### src/hw/rtl/lfpt_pkg.sv
// ---------------------------------------------------------------------------
// lfpt_pkg
// Shared constants, codes and queue entry type of the LED flash timer.
// ---------------------------------------------------------------------------
package lfpt_pkg;

  localparam int LED_COUNT_DEF   = 8;
  localparam int TICK_MS_DEF     = 10;
  localparam int QUEUE_DEPTH_DEF = 2;
  localparam int MASK_W          = 8;

  // command codes
  localparam logic [1:0] CMD_TICK  = 2'd0;
  localparam logic [1:0] CMD_ON    = 2'd1;
  localparam logic [1:0] CMD_OFF   = 2'd2;
  localparam logic [1:0] CMD_FLASH = 2'd3;

  // timer phase codes
  localparam logic [1:0] PH_UNDEF = 2'd0;
  localparam logic [1:0] PH_ON    = 2'd1;
  localparam logic [1:0] PH_OFF   = 2'd2;
  localparam logic [1:0] PH_PAUSE = 2'd3;

  // item class set by the front end
  localparam logic [1:0] KIND_TICK = 2'd0;
  localparam logic [1:0] KIND_LED  = 2'd1;
  localparam logic [1:0] KIND_BAD  = 2'd2;

  typedef struct packed {
    logic [1:0]  kind;
    logic [1:0]  command;
    logic [3:0]  led_index;
    logic [15:0] on_time_ms;
    logic [15:0] off_time_ms;
    logic [7:0]  cycle_limit;
    logic [15:0] repeat_delay_ms;
  } lfpt_item_t;

endpackage

### src/hw/rtl/led_flash_pattern_timer.sv
// ---------------------------------------------------------------------------
// led_flash_pattern_timer
// Per-LED blink timers driven by tick and LED commands; reports the lit mask.
// ---------------------------------------------------------------------------
// channel  | direction | handshake         | payload
// command  | in        | push / full       | command, led_number, times, limits
// result   | out       | pop / empty       | lit_mask, status
//
// A tick walks one LED entry per cycle in the execute state.
// Steady on/off, flash and bad LED numbers go through the execute state once.
// The input stage register and the command queue lie ahead of the engine.
// Reset is synchronous; all timers clear, all LEDs go dark.
// The engine holds the next command while the result register is unread.
// ---------------------------------------------------------------------------
module led_flash_pattern_timer #(
  parameter int LED_COUNT   = lfpt_pkg::LED_COUNT_DEF,
  parameter int TICK_MS     = lfpt_pkg::TICK_MS_DEF,
  parameter int QUEUE_DEPTH = lfpt_pkg::QUEUE_DEPTH_DEF
) (
  input  logic        clk,
  input  logic        rst,
  input  logic        push,
  output logic        full,
  input  logic [1:0]  command,
  input  logic [3:0]  led_number,
  input  logic [15:0] on_time_ms,
  input  logic [15:0] off_time_ms,
  input  logic [7:0]  cycle_limit,
  input  logic [15:0] repeat_delay_ms,
  output logic        empty,
  input  logic        pop,
  output logic [7:0]  lit_mask,
  output logic        status
);
  import lfpt_pkg::*;

  logic       q_wr;
  logic       q_full;
  logic       q_rd;
  logic       q_empty;
  lfpt_item_t q_wr_data;
  lfpt_item_t q_rd_data;

  lfpt_front #(
    .LED_COUNT(LED_COUNT)
  ) u_front (
    .clk             (clk),
    .rst             (rst),
    .push            (push),
    .full            (full),
    .command         (command),
    .led_number      (led_number),
    .on_time_ms      (on_time_ms),
    .off_time_ms     (off_time_ms),
    .cycle_limit     (cycle_limit),
    .repeat_delay_ms (repeat_delay_ms),
    .q_wr            (q_wr),
    .q_full          (q_full),
    .q_data          (q_wr_data)
  );

  lfpt_cmd_fifo #(
    .DEPTH(QUEUE_DEPTH)
  ) u_fifo (
    .clk     (clk),
    .rst     (rst),
    .wr_en   (q_wr),
    .full    (q_full),
    .wr_data (q_wr_data),
    .rd_en   (q_rd),
    .empty   (q_empty),
    .rd_data (q_rd_data)
  );

  lfpt_engine #(
    .LED_COUNT(LED_COUNT),
    .TICK_MS  (TICK_MS)
  ) u_engine (
    .clk      (clk),
    .rst      (rst),
    .q_empty  (q_empty),
    .q_rd     (q_rd),
    .q_data   (q_rd_data),
    .empty    (empty),
    .pop      (pop),
    .lit_mask (lit_mask),
    .status   (status)
  );

endmodule

### src/hw/rtl/lfpt_front.sv
// ---------------------------------------------------------------------------
// lfpt_front
// Input stage: takes a beat, classifies it and hands it to the command queue.
// ---------------------------------------------------------------------------
module lfpt_front #(
  parameter int LED_COUNT = lfpt_pkg::LED_COUNT_DEF
) (
  input  logic                clk,
  input  logic                rst,
  input  logic                push,
  output logic                full,
  input  logic [1:0]          command,
  input  logic [3:0]          led_number,
  input  logic [15:0]         on_time_ms,
  input  logic [15:0]         off_time_ms,
  input  logic [7:0]          cycle_limit,
  input  logic [15:0]         repeat_delay_ms,
  output logic                q_wr,
  input  logic                q_full,
  output lfpt_pkg::lfpt_item_t q_data
);
  import lfpt_pkg::*;

  logic       hold_valid;
  logic       accept;
  lfpt_item_t item_next;

  assign full   = hold_valid && q_full;
  assign accept = push && !full;
  assign q_wr   = hold_valid && !q_full;

  always_comb begin
    item_next.command         = command;
    item_next.led_index       = led_number - 4'd1;
    item_next.on_time_ms      = on_time_ms;
    item_next.off_time_ms     = off_time_ms;
    item_next.cycle_limit     = cycle_limit;
    item_next.repeat_delay_ms = repeat_delay_ms;
    if (command == CMD_TICK) begin
      item_next.kind = KIND_TICK;
    end else if (led_number != 4'd0 && 5'(led_number) <= 5'(LED_COUNT)) begin
      item_next.kind = KIND_LED;
    end else begin
      item_next.kind = KIND_BAD;
    end
  end

  always_ff @(posedge clk) begin
    if (rst) begin
      hold_valid <= 1'b0;
    end else if (accept) begin
      hold_valid <= 1'b1;
    end else if (q_wr) begin
      hold_valid <= 1'b0;
    end
  end

  always_ff @(posedge clk) begin
    if (accept) begin
      q_data <= item_next;
    end
  end

endmodule

### src/hw/rtl/lfpt_cmd_fifo.sv
// ---------------------------------------------------------------------------
// lfpt_cmd_fifo
// Short command queue between the front end and the timer engine.
// ---------------------------------------------------------------------------
module lfpt_cmd_fifo #(
  parameter int DEPTH = lfpt_pkg::QUEUE_DEPTH_DEF
) (
  input  logic                 clk,
  input  logic                 rst,
  input  logic                 wr_en,
  output logic                 full,
  input  lfpt_pkg::lfpt_item_t wr_data,
  input  logic                 rd_en,
  output logic                 empty,
  output lfpt_pkg::lfpt_item_t rd_data
);
  import lfpt_pkg::*;

  localparam int PTR_W = (DEPTH > 1) ? $clog2(DEPTH) : 1;
  localparam int CNT_W = $clog2(DEPTH + 1);

  lfpt_item_t        entries [DEPTH];
  logic [PTR_W-1:0]  wr_ptr;
  logic [PTR_W-1:0]  rd_ptr;
  logic [CNT_W-1:0]  count;
  logic              do_wr;
  logic              do_rd;

  assign full    = (count == CNT_W'(DEPTH));
  assign empty   = (count == '0);
  assign do_wr   = wr_en && !full;
  assign do_rd   = rd_en && !empty;
  assign rd_data = entries[rd_ptr];

  always_ff @(posedge clk) begin
    if (rst) begin
      wr_ptr <= '0;
      rd_ptr <= '0;
      count  <= '0;
    end else begin
      if (do_wr) begin
        wr_ptr <= (wr_ptr == PTR_W'(DEPTH - 1)) ? '0 : wr_ptr + PTR_W'(1);
      end
      if (do_rd) begin
        rd_ptr <= (rd_ptr == PTR_W'(DEPTH - 1)) ? '0 : rd_ptr + PTR_W'(1);
      end
      if (do_wr && !do_rd) begin
        count <= count + CNT_W'(1);
      end else if (do_rd && !do_wr) begin
        count <= count - CNT_W'(1);
      end
    end
  end

  always_ff @(posedge clk) begin
    if (do_wr) begin
      entries[wr_ptr] <= wr_data;
    end
  end

endmodule

### src/hw/rtl/lfpt_engine.sv
// ---------------------------------------------------------------------------
// lfpt_engine
// Back end: per-LED timer state, tick walk, commands and result register.
// ---------------------------------------------------------------------------
module lfpt_engine #(
  parameter int LED_COUNT = lfpt_pkg::LED_COUNT_DEF,
  parameter int TICK_MS   = lfpt_pkg::TICK_MS_DEF
) (
  input  logic                       clk,
  input  logic                       rst,
  input  logic                       q_empty,
  output logic                       q_rd,
  input  lfpt_pkg::lfpt_item_t       q_data,
  output logic                       empty,
  input  logic                       pop,
  output logic [lfpt_pkg::MASK_W-1:0] lit_mask,
  output logic                       status
);
  import lfpt_pkg::*;

  localparam int IDX_W = (LED_COUNT > 1) ? $clog2(LED_COUNT) : 1;
  localparam logic [15:0] TICK16 = 16'(TICK_MS);

  localparam logic [1:0] ST_IDLE = 2'd0;
  localparam logic [1:0] ST_EXEC = 2'd1;
  localparam logic [1:0] ST_DONE = 2'd2;

  logic [1:0]  phase        [LED_COUNT];
  logic [15:0] remaining_ms [LED_COUNT];
  logic [15:0] on_period    [LED_COUNT];
  logic [15:0] off_period   [LED_COUNT];
  logic [7:0]  burst_length [LED_COUNT];
  logic [7:0]  burst_count  [LED_COUNT];
  logic [15:0] pause_period [LED_COUNT];
  logic [LED_COUNT-1:0] lit;

  logic [1:0]       state;
  lfpt_item_t       cur;
  logic [IDX_W-1:0] walk_idx;
  logic [IDX_W-1:0] sel;
  logic             walk_last;
  logic             wr_en;
  logic             out_valid;
  logic [MASK_W-1:0] mask_now;

  logic [1:0]  r_phase, n_phase;
  logic [15:0] r_rem, n_rem;
  logic [15:0] r_on, n_on;
  logic [15:0] r_off, n_off;
  logic [7:0]  r_blen, n_blen;
  logic [7:0]  r_bcnt, n_bcnt;
  logic [15:0] r_pause, n_pause;
  logic        n_lit;
  logic [7:0]  cnt_inc;

  assign empty     = !out_valid;
  assign q_rd      = (state == ST_IDLE) && !q_empty && !out_valid;
  assign sel       = (cur.kind == KIND_TICK) ? walk_idx : cur.led_index[IDX_W-1:0];
  assign walk_last = (walk_idx == IDX_W'(LED_COUNT - 1));
  assign wr_en     = (state == ST_EXEC) && (cur.kind != KIND_BAD);

  assign r_phase = phase[sel];
  assign r_rem   = remaining_ms[sel];
  assign r_on    = on_period[sel];
  assign r_off   = off_period[sel];
  assign r_blen  = burst_length[sel];
  assign r_bcnt  = burst_count[sel];
  assign r_pause = pause_period[sel];
  assign cnt_inc = r_bcnt + 8'd1;

  always_comb begin
    n_phase = r_phase;
    n_rem   = r_rem;
    n_on    = r_on;
    n_off   = r_off;
    n_blen  = r_blen;
    n_bcnt  = r_bcnt;
    n_pause = r_pause;
    n_lit   = lit[sel];
    if (cur.kind == KIND_TICK) begin
      if (r_rem > TICK16) begin
        n_rem = r_rem - TICK16;
      end else if (r_rem != 16'd0) begin
        case (r_phase)
          PH_ON: begin
            n_lit   = 1'b0;
            n_phase = PH_OFF;
            n_rem   = r_off;
            if (r_blen != 8'd0) begin
              n_bcnt = cnt_inc;
              if (cnt_inc == r_blen) begin
                if (r_pause != 16'd0) begin
                  n_phase = PH_PAUSE;
                  n_rem   = r_pause;
                end else begin
                  n_rem = 16'd0;
                end
              end
            end
          end
          PH_OFF: begin
            n_lit   = 1'b1;
            n_phase = PH_ON;
            n_rem   = r_on;
          end
          PH_PAUSE: begin
            n_lit   = 1'b1;
            n_phase = PH_ON;
            n_rem   = r_on;
            n_bcnt  = 8'd0;
          end
          default: begin
            // expiry with no phase set: timer holds
          end
        endcase
      end
    end else begin
      n_rem  = 16'd0;
      n_bcnt = 8'd0;
      case (cur.command)
        CMD_ON: begin
          n_phase = PH_ON;
          n_pause = 16'd0;
          n_lit   = 1'b1;
        end
        CMD_OFF: begin
          n_phase = PH_OFF;
          n_pause = 16'd0;
          n_lit   = 1'b0;
        end
        CMD_FLASH: begin
          n_phase = PH_ON;
          n_on    = cur.on_time_ms;
          n_off   = cur.off_time_ms;
          n_blen  = cur.cycle_limit;
          n_pause = cur.repeat_delay_ms;
          n_rem   = cur.on_time_ms;
          n_lit   = 1'b1;
        end
        default: begin
          // tick never reaches this branch
        end
      endcase
    end
  end

  // only the first eight LEDs are visible in the mask
  for (genvar g = 0; g < MASK_W; g++) begin : g_mask
    if (g < LED_COUNT) begin : g_led
      assign mask_now[g] = lit[g];
    end else begin : g_none
      assign mask_now[g] = 1'b0;
    end
  end

  always_ff @(posedge clk) begin
    if (rst) begin
      for (int i = 0; i < LED_COUNT; i++) begin
        phase[i]        <= PH_UNDEF;
        remaining_ms[i] <= '0;
        on_period[i]    <= '0;
        off_period[i]   <= '0;
        burst_length[i] <= '0;
        burst_count[i]  <= '0;
        pause_period[i] <= '0;
      end
      lit <= '0;
    end else if (wr_en) begin
      phase[sel]        <= n_phase;
      remaining_ms[sel] <= n_rem;
      on_period[sel]    <= n_on;
      off_period[sel]   <= n_off;
      burst_length[sel] <= n_blen;
      burst_count[sel]  <= n_bcnt;
      pause_period[sel] <= n_pause;
      lit[sel]          <= n_lit;
    end
  end

  always_ff @(posedge clk) begin
    if (rst) begin
      state     <= ST_IDLE;
      walk_idx  <= '0;
      out_valid <= 1'b0;
    end else begin
      if (pop && out_valid) begin
        out_valid <= 1'b0;
      end
      case (state)
        ST_IDLE: begin
          walk_idx <= '0;
          if (q_rd) begin
            state <= ST_EXEC;
          end
        end
        ST_EXEC: begin
          if (cur.kind != KIND_TICK || walk_last) begin
            state <= ST_DONE;
          end else begin
            walk_idx <= walk_idx + IDX_W'(1);
          end
        end
        ST_DONE: begin
          // result register is free here: an item starts only when it is
          out_valid <= 1'b1;
          state     <= ST_IDLE;
        end
        default: begin
          state <= ST_IDLE;
        end
      endcase
    end
  end

  always_ff @(posedge clk) begin
    if (q_rd) begin
      cur <= q_data;
    end
    if (state == ST_DONE) begin
      lit_mask <= mask_now;
      status   <= (cur.kind == KIND_BAD);
    end
  end

endmodule

### config.mk
export PLATFORM = sky130hd
export DESIGN_NAME = led_flash_pattern_timer
export DESIGN_NICKNAME = d
export VERILOG_FILES = /design/src/hw/rtl/lfpt_pkg.sv /design/src/hw/rtl/led_flash_pattern_timer.sv /design/src/hw/rtl/lfpt_front.sv /design/src/hw/rtl/lfpt_cmd_fifo.sv /design/src/hw/rtl/lfpt_engine.sv
export SDC_FILE = /design/constraint.sdc
export NUM_CORES = 1
export LEC_CHECK = 0
export BUFFER_PORTS_ARGS = -buffer_cell sky130_fd_sc_hd__buf_2
export CAP_MARGIN = 20
export CORE_MARGIN = 2
export CORE_UTILIZATION = 35
export CTS_CLUSTER_DIAMETER = 150
export DETAILED_ROUTE_END_ITERATION = 16
export PLACE_DENSITY = 0.53
export SETUP_SLACK_MARGIN = 0.15
export SYNTH_ARGS = -nofsm -noshare
export SYNTH_HDL_FRONTEND = slang
export SYNTH_HIERARCHICAL = 1
export SYNTH_SLANG_ARGS = --single-unit
### constraint.sdc
create_clock -name clk -period 8.7 [get_ports clk]
set_input_delay 2.175 -clock clk [delete_from_list [all_inputs] [get_ports clk]]
set_output_delay 2.175 -clock clk [all_outputs]
set_load 0.05 [all_outputs]
==> flow_summary.json, run 1 <==
{
  "status": "finished clean",
  "fin_crit_ns": 6.64,
  "crit_start": "u_engine/cur[63]$_DFFE_PP_",
  "worstPathArrival_ns": 7.04,
  "area_growth_pct": 13.3,
  "antenna_found_initial": 1,
  "grt_pass1_vias": 26300,
  "crit_required_ns": 9.09,
  "yosys_warnings": 6,
  "reg2reg_depth": 13,
  "rsz0062_at_grt": "no",
  "clk_latency_ns": 0.67,
  "tightest_slew_ns": 1.15,
  "dp_cells": 4493,
  "cp_max_fo": 26,
  "drc": 0,
  "die_area_mm2": 0.117,
  "fmax_mhz": 151,
  "ant_nets": 0,
  "track_usage_pct": 21.9,
  "start_util_pct": 35.2,
  "setup_tns_ns": 0,
  "max_slew_margin_pct": 23.1,
  "first_pass_iters": 6,
  "crit_type": "reg2reg",
  "htree_levels": 3,
  "irDropWorstVdd_uv": 202,
  "via_per_inst": 5.72,
  "syn-instance-count": 3024,
  "hold_path_depth": 0,
  "post_cts_resized": 0,
  "grt_overflow": 0,
  "cts_tree": "yes",
  "die_h_um": 342,
  "clock-sinks": 937,
  "drtIter0Drc": 2692,
  "gp_congestion": 0.955,
  "crit_path_top_delay_cell": "edfxtp_1",
  "wirelength_mm": 130,
  "slowest_delay_ns": 0.93,
  "cts_root_buf": "clkbuf_16",
  "design_area_mm2": 0.0454,
  "die_w_um": 342,
  "diodes": 0,
  "seq_area_mm2": 0.0279,
  "maxCapViolCount": 0,
  "numCtsBuffers": 96,
  "post_drt_wl_per_cell_um": 27.8,
  "drive_gt1_share_pct": 14.6,
  "hold_buffers": 0,
  "clk_pin_slew_ns": 0.06,
  "core_area_mm2": 0.114,
  "multi_input_area_mm2": 0.0114,
  "power_mw": 16.6,
  "power_density_mw_per_mm2": 366,
  "cp_cell_sequence": "or2_1 -> buf_4 -> mux2_2 -> buf_4 -> a21oi_1 -> nor4_1 -> o211ai_1 -> nor3_2 -> nand3_2 -> nor3_2 -> mux2_2 -> a31oi_1 -> nor2_1",
  "setup_viol": 0,
  "end_kind": "register",
  "hold_path_class": "reg2reg",
  "avgSynthCellArea_um2": 13.2,
  "period_share_pct": 76.4,
  "skew_ns": 0.0268,
  "synth_area_mm2": 0.0400,
  "cts_setup_buffers": 0,
  "portBuffers": 76,
  "maxSlewViolCount": 0,
  "clockBufferDepth": 3,
  "rows": 124,
  "r2r_start": "u_engine/cur[63]$_DFFE_PP_",
  "min-delay-start": "u_engine/lit[7]$_SDFFE_PP0P_",
  "grt_first_pass_wirelength_mm": 188,
  "final_nets": 3151,
  "syn-num-nets": 3096,
  "grt_max_degree": 64,
  "vias": 26700,
  "hold_viol_final": 0,
  "instances_no_fill": 4666,
  "p_leak_nw": 15.4,
  "cp-start-kind": "register",
  "ios": 77,
  "hpwl_mm": 76.5,
  "placed_area_mm2": 0.0423,
  "fillers": 10700
}
-- report_power, final --
| part | leakage, nW | internal (mW) | switching [mW] |
|---|---|---|---|
| sequential | 9.38 | 5.58 | 0.409 |
| clock | 1.48 | 2.29 | 1.74 |
| combinational | 4.57 | 1.73 | 4.87 |
| total | 15.4 | 9.60 | 7.02 |
-- final timing paths --
| check | endpoint | slack [ns] |
|---|---|---|
| worst max-delay path | u_engine/burst_count[4][5]$_SDFFCE_PN0P_ | 2.06 |
| worst min-delay path | u_engine/lit_mask[7]$_DFFE_PP_ | 0.44 |
| worst max register to register | u_engine/burst_count[4][5]$_SDFFCE_PN0P_ | 2.06 |
| worst min register to register | u_engine/lit_mask[7]$_DFFE_PP_ | 0.44 |
-- state kept, by name, summed over array words and instances, names as in the netlist, 63 cells and up, named ones only --
name                   cells
u_engine/burst_count      64
u_engine/cur              63
u_engine/pause_period    128
u_engine/remaining_ms    128
u_fifo/entries           126
u_engine/off_period      128
u_engine/on_period       128
u_engine/burst_length     64
u_front/q_data            63
-- worst max-delay path: cells and delay by family, from the launching register on --
kind                   cells  cell delay, ns
DFF                        1            0.93
buffers and inverters      2            0.87
AOI/OAI and AO/OA          3            0.92
and+or+nand+nor            6            2.70
muxes                      2            0.90
-- area by class of cell --
type	count	area share, %
clock buffers	122	5.65
clock inverters	51	1.06
inverters	25	0.207
multi-input cells	1870	25.2
flip-flops and latches	937	61.6
well taps	1512	4.17
repair buffers	149	2.12
-- metrics by stage --
stage                     utilization (%)  hold WS, ns  worst slack [ns]
after floorplan                         -        0.408              2.92
after global placement               37.1        0.417              2.48
after detailed placement             37.2        0.422              2.31
after CTS                            39.8        0.436              2.30
after global routing                 39.8        0.455              1.82
final                                39.8        0.438              2.06
-- routing by layer --
layer / vias to the layer above / track usage (%) / routed length [um]
met5: - / 0 / 16
met4: 2 / 7.42 / 4200
met3: 242 / 4.19 / 11400
met2: 1360 / 34.9 / 59700
met1: 13600 / 30.1 / 54400
li1: 11500 / - / -
-- placed cells by master (no fill, tap or decap), drive strengths merged, types with 20 or more instances in the layout --
master and n:
a21oi 93, inv 27, a221oi 37, mux2i 74
clkinv 37, nor3 71, a211oi 34, buf 149
nor2 679, nand2 164, nand3 53, o21ai 71
dfxtp 20, a22o 21, and3 29, clkbuf 122
edfxtp 917, mux2 71, o22ai 34, a22oi 139
(Power assumes the default switching activity.)
==> run 2: changes to the inputs <==
--- a/config.mk
+++ b/config.mk
@@ -11,7 +11,7 @@
 export CORE_UTILIZATION = 35
 export CTS_CLUSTER_DIAMETER = 150
 export DETAILED_ROUTE_END_ITERATION = 16
-export PLACE_DENSITY = 0.53
+export PLACE_DENSITY = 0.52
 export SETUP_SLACK_MARGIN = 0.15
 export SYNTH_ARGS = -nofsm -noshare
 export SYNTH_HDL_FRONTEND = slang
==> constraint.sdc (replaced) <==
create_clock -name clk -period 6.75 [get_ports clk]
set_input_delay 1.6875 -clock clk [delete_from_list [all_inputs] [get_ports clk]]
set_output_delay 1.6875 -clock clk [all_outputs]
set_load 0.05 [all_outputs]
==> flow_summary.json, run 2 (synthesis results as in run 1) <==
{
  "status": "finished clean",
  "antenna_found_initial": 1,
  "post_drt_wl_per_cell_um": 28.3,
  "pre_cts_slack_ns": 1.07,
  "period_share_pct": 86.7,
  "worst_slack_ns": 0.895,
  "r2r_setup_slack_ns": 0.90,
  "hold_viol_final": 0,
  "worstPathArrival_ns": 6.34,
  "tightest_slew_ns": 1.19,
  "crit_type": "reg2reg",
  "holdPathEnd": "u_engine/lit_mask[7]$_DFFE_PP_",
  "reg2reg_depth": 11,
  "crit_required_ns": 7.23,
  "die_area_mm2": 0.117,
  "drive_gt1_share_pct": 15.3,
  "area_growth_pct": 13.8,
  "final_cell_mix": "edfxtp_1, nor2_1, nand2_1, a22oi_1, clkbuf_16",
  "vias": 26700,
  "rsz0062_at_grt": "no",
  "grt_first_pass_wirelength_mm": 190,
  "hpwl_mm": 80.4,
  "grt_overflow": 0,
  "hold_buffers": 0,
  "grt_pass1_vias": 25900,
  "clock-sinks": 937,
  "maxCapViolCount": 0,
  "instances_no_fill": 4699,
  "ant_nets": 0,
  "rows": 124,
  "cts_tree": "yes",
  "fmax_mhz": 171,
  "start_util_pct": 35.2,
  "setup_tns_ns": 0,
  "final_common_cell": "edfxtp_1",
  "track_usage_pct": 22.4,
  "gp_congestion": 0.981,
  "fin_util_pct": 40.0,
  "clockBufferDepth": 3,
  "wirelength_mm": 133,
  "diodes": 0,
  "ios": 77,
  "power_density_mw_per_mm2": 472,
  "max_slew_margin_pct": 20.0,
  "irDropWorstVdd_uv": 260,
  "dp_cells": 4523,
  "drtIter0Drc": 2855,
  "post_cts_resized": 0,
  "skew_ns": 0.0285,
  "fin_crit_ns": 5.85,
  "first_pass_iters": 6,
  "r2r_start": "u_engine/cur[57]$_DFFE_PP_",
  "holdWs_ns": 0.429,
  "die_h_um": 342,
  "reg2reg_to": "u_engine/remaining_ms[7][13]$_SDFFCE_PN0P_",
  "drc": 0,
  "htree_levels": 3,
  "design_area_mm2": 0.0456,
  "power_mw": 21.5,
  "maxSlewViolCount": 0,
  "hold_path_depth": 0,
  "p_leak_nw": 15.6,
  "grt_max_degree": 64,
  "clk_latency_ns": 0.68,
  "cts_setup_buffers": 0,
  "cts_root_buf": "clkbuf_16",
  "die_w_um": 342,
  "final_nets": 3182,
  "clk_pin_slew_ns": 0.06,
  "fillers": 10700,
  "hold_path_class": "reg2reg",
  "portBuffers": 76,
  "cp-start-kind": "register",
  "via_per_inst": 5.69,
  "cp_max_fo": 18,
  "placed_area_mm2": 0.0426,
  "numCtsBuffers": 97,
  "end_kind": "register",
  "core_area_mm2": 0.114,
  "min-delay-start": "u_engine/lit[7]$_SDFFE_PP0P_",
  "setup_viol": 0
}
==> run 2: changes by cell type in the layout (fill, tap and decap cells not counted), moves of 5 or more <==
cell        change
buf_4          +25
clkinv_2        +7
buf_12          +6
clkinvlp_4      -5
==> run 2: critical path: stages (launching register included) <==
cell and delay, ns:
edfxtp_1 0.98, o21ai_0 0.30, buf_4 0.28, a211oi_2 1.00, a2111oi_2 0.34, a211oi_1 0.31, or4b_1 0.70, and3_1 0.28
o211a_1 0.34, a21oi_4 0.74, a221oi_4 0.20, nor2_1 0.17
==> run 2: layout make-up <==
type	instances	area [um^2]	share of cell area [%]
flip-flops and latches	937	27900	61.3
repair buffers	179	1240	2.72
clock inverters	50	359	0.788
multi-input cells	1870	11400	25.1
well taps	1512	1890	4.15
inverters	25	93.8	0.206
clock buffers	126	2640	5.79
==> run 2: worst max path at each step <==
stage                                 startpoint                                         end  slack, ns  cells past startpoint
finish                u_engine/cur[57]$_DFFE_PP_  u_engine/remaining_ms[7][13]$_SDFFCE_PN0P_       0.90                     11
global route          u_engine/cur[62]$_DFFE_PP_   u_engine/remaining_ms[5][8]$_SDFFCE_PN0P_       0.64                     15
CTS                   u_engine/cur[62]$_DFFE_PP_  u_engine/remaining_ms[7][10]$_SDFFCE_PN0P_       1.05                     12
detailed placement    u_engine/cur[62]$_DFFE_PP_  u_engine/remaining_ms[7][10]$_SDFFCE_PN0P_       1.07                     12
global placement      u_engine/cur[57]$_DFFE_PP_  u_engine/remaining_ms[5][11]$_SDFFCE_PN0P_       1.19                     11
floorplan           u_fifo/count[0]$_SDFFE_PP0P_                u_fifo/count[1]$_SDFFE_PP0P_       0.97                      6
==> run 2: power breakdown <==
group / total (mW) / internal [mW] / switching, mW
Sequential: 7.65 / 7.19 / 0.457
Combinational: 8.75 / 2.30 / 6.45
Clock: 5.14 / 2.93 / 2.21
Total: 21.5 / 12.4 / 9.12
==> run 2: metal layers <==
| layer | GRT usage [%] | share of wire [%] | vias to the layer above |
|---|---|---|---|
| met2 | 34.6 | 45 | 1391 |
| met4 | 8.42 | 3.6 | 0 |
| met5 | 0 | 0 | - |
| li1 | - | - | 11600 |
| met3 | 3.84 | 8.9 | 255 |
| met1 | 31.6 | 43 | 13500 |
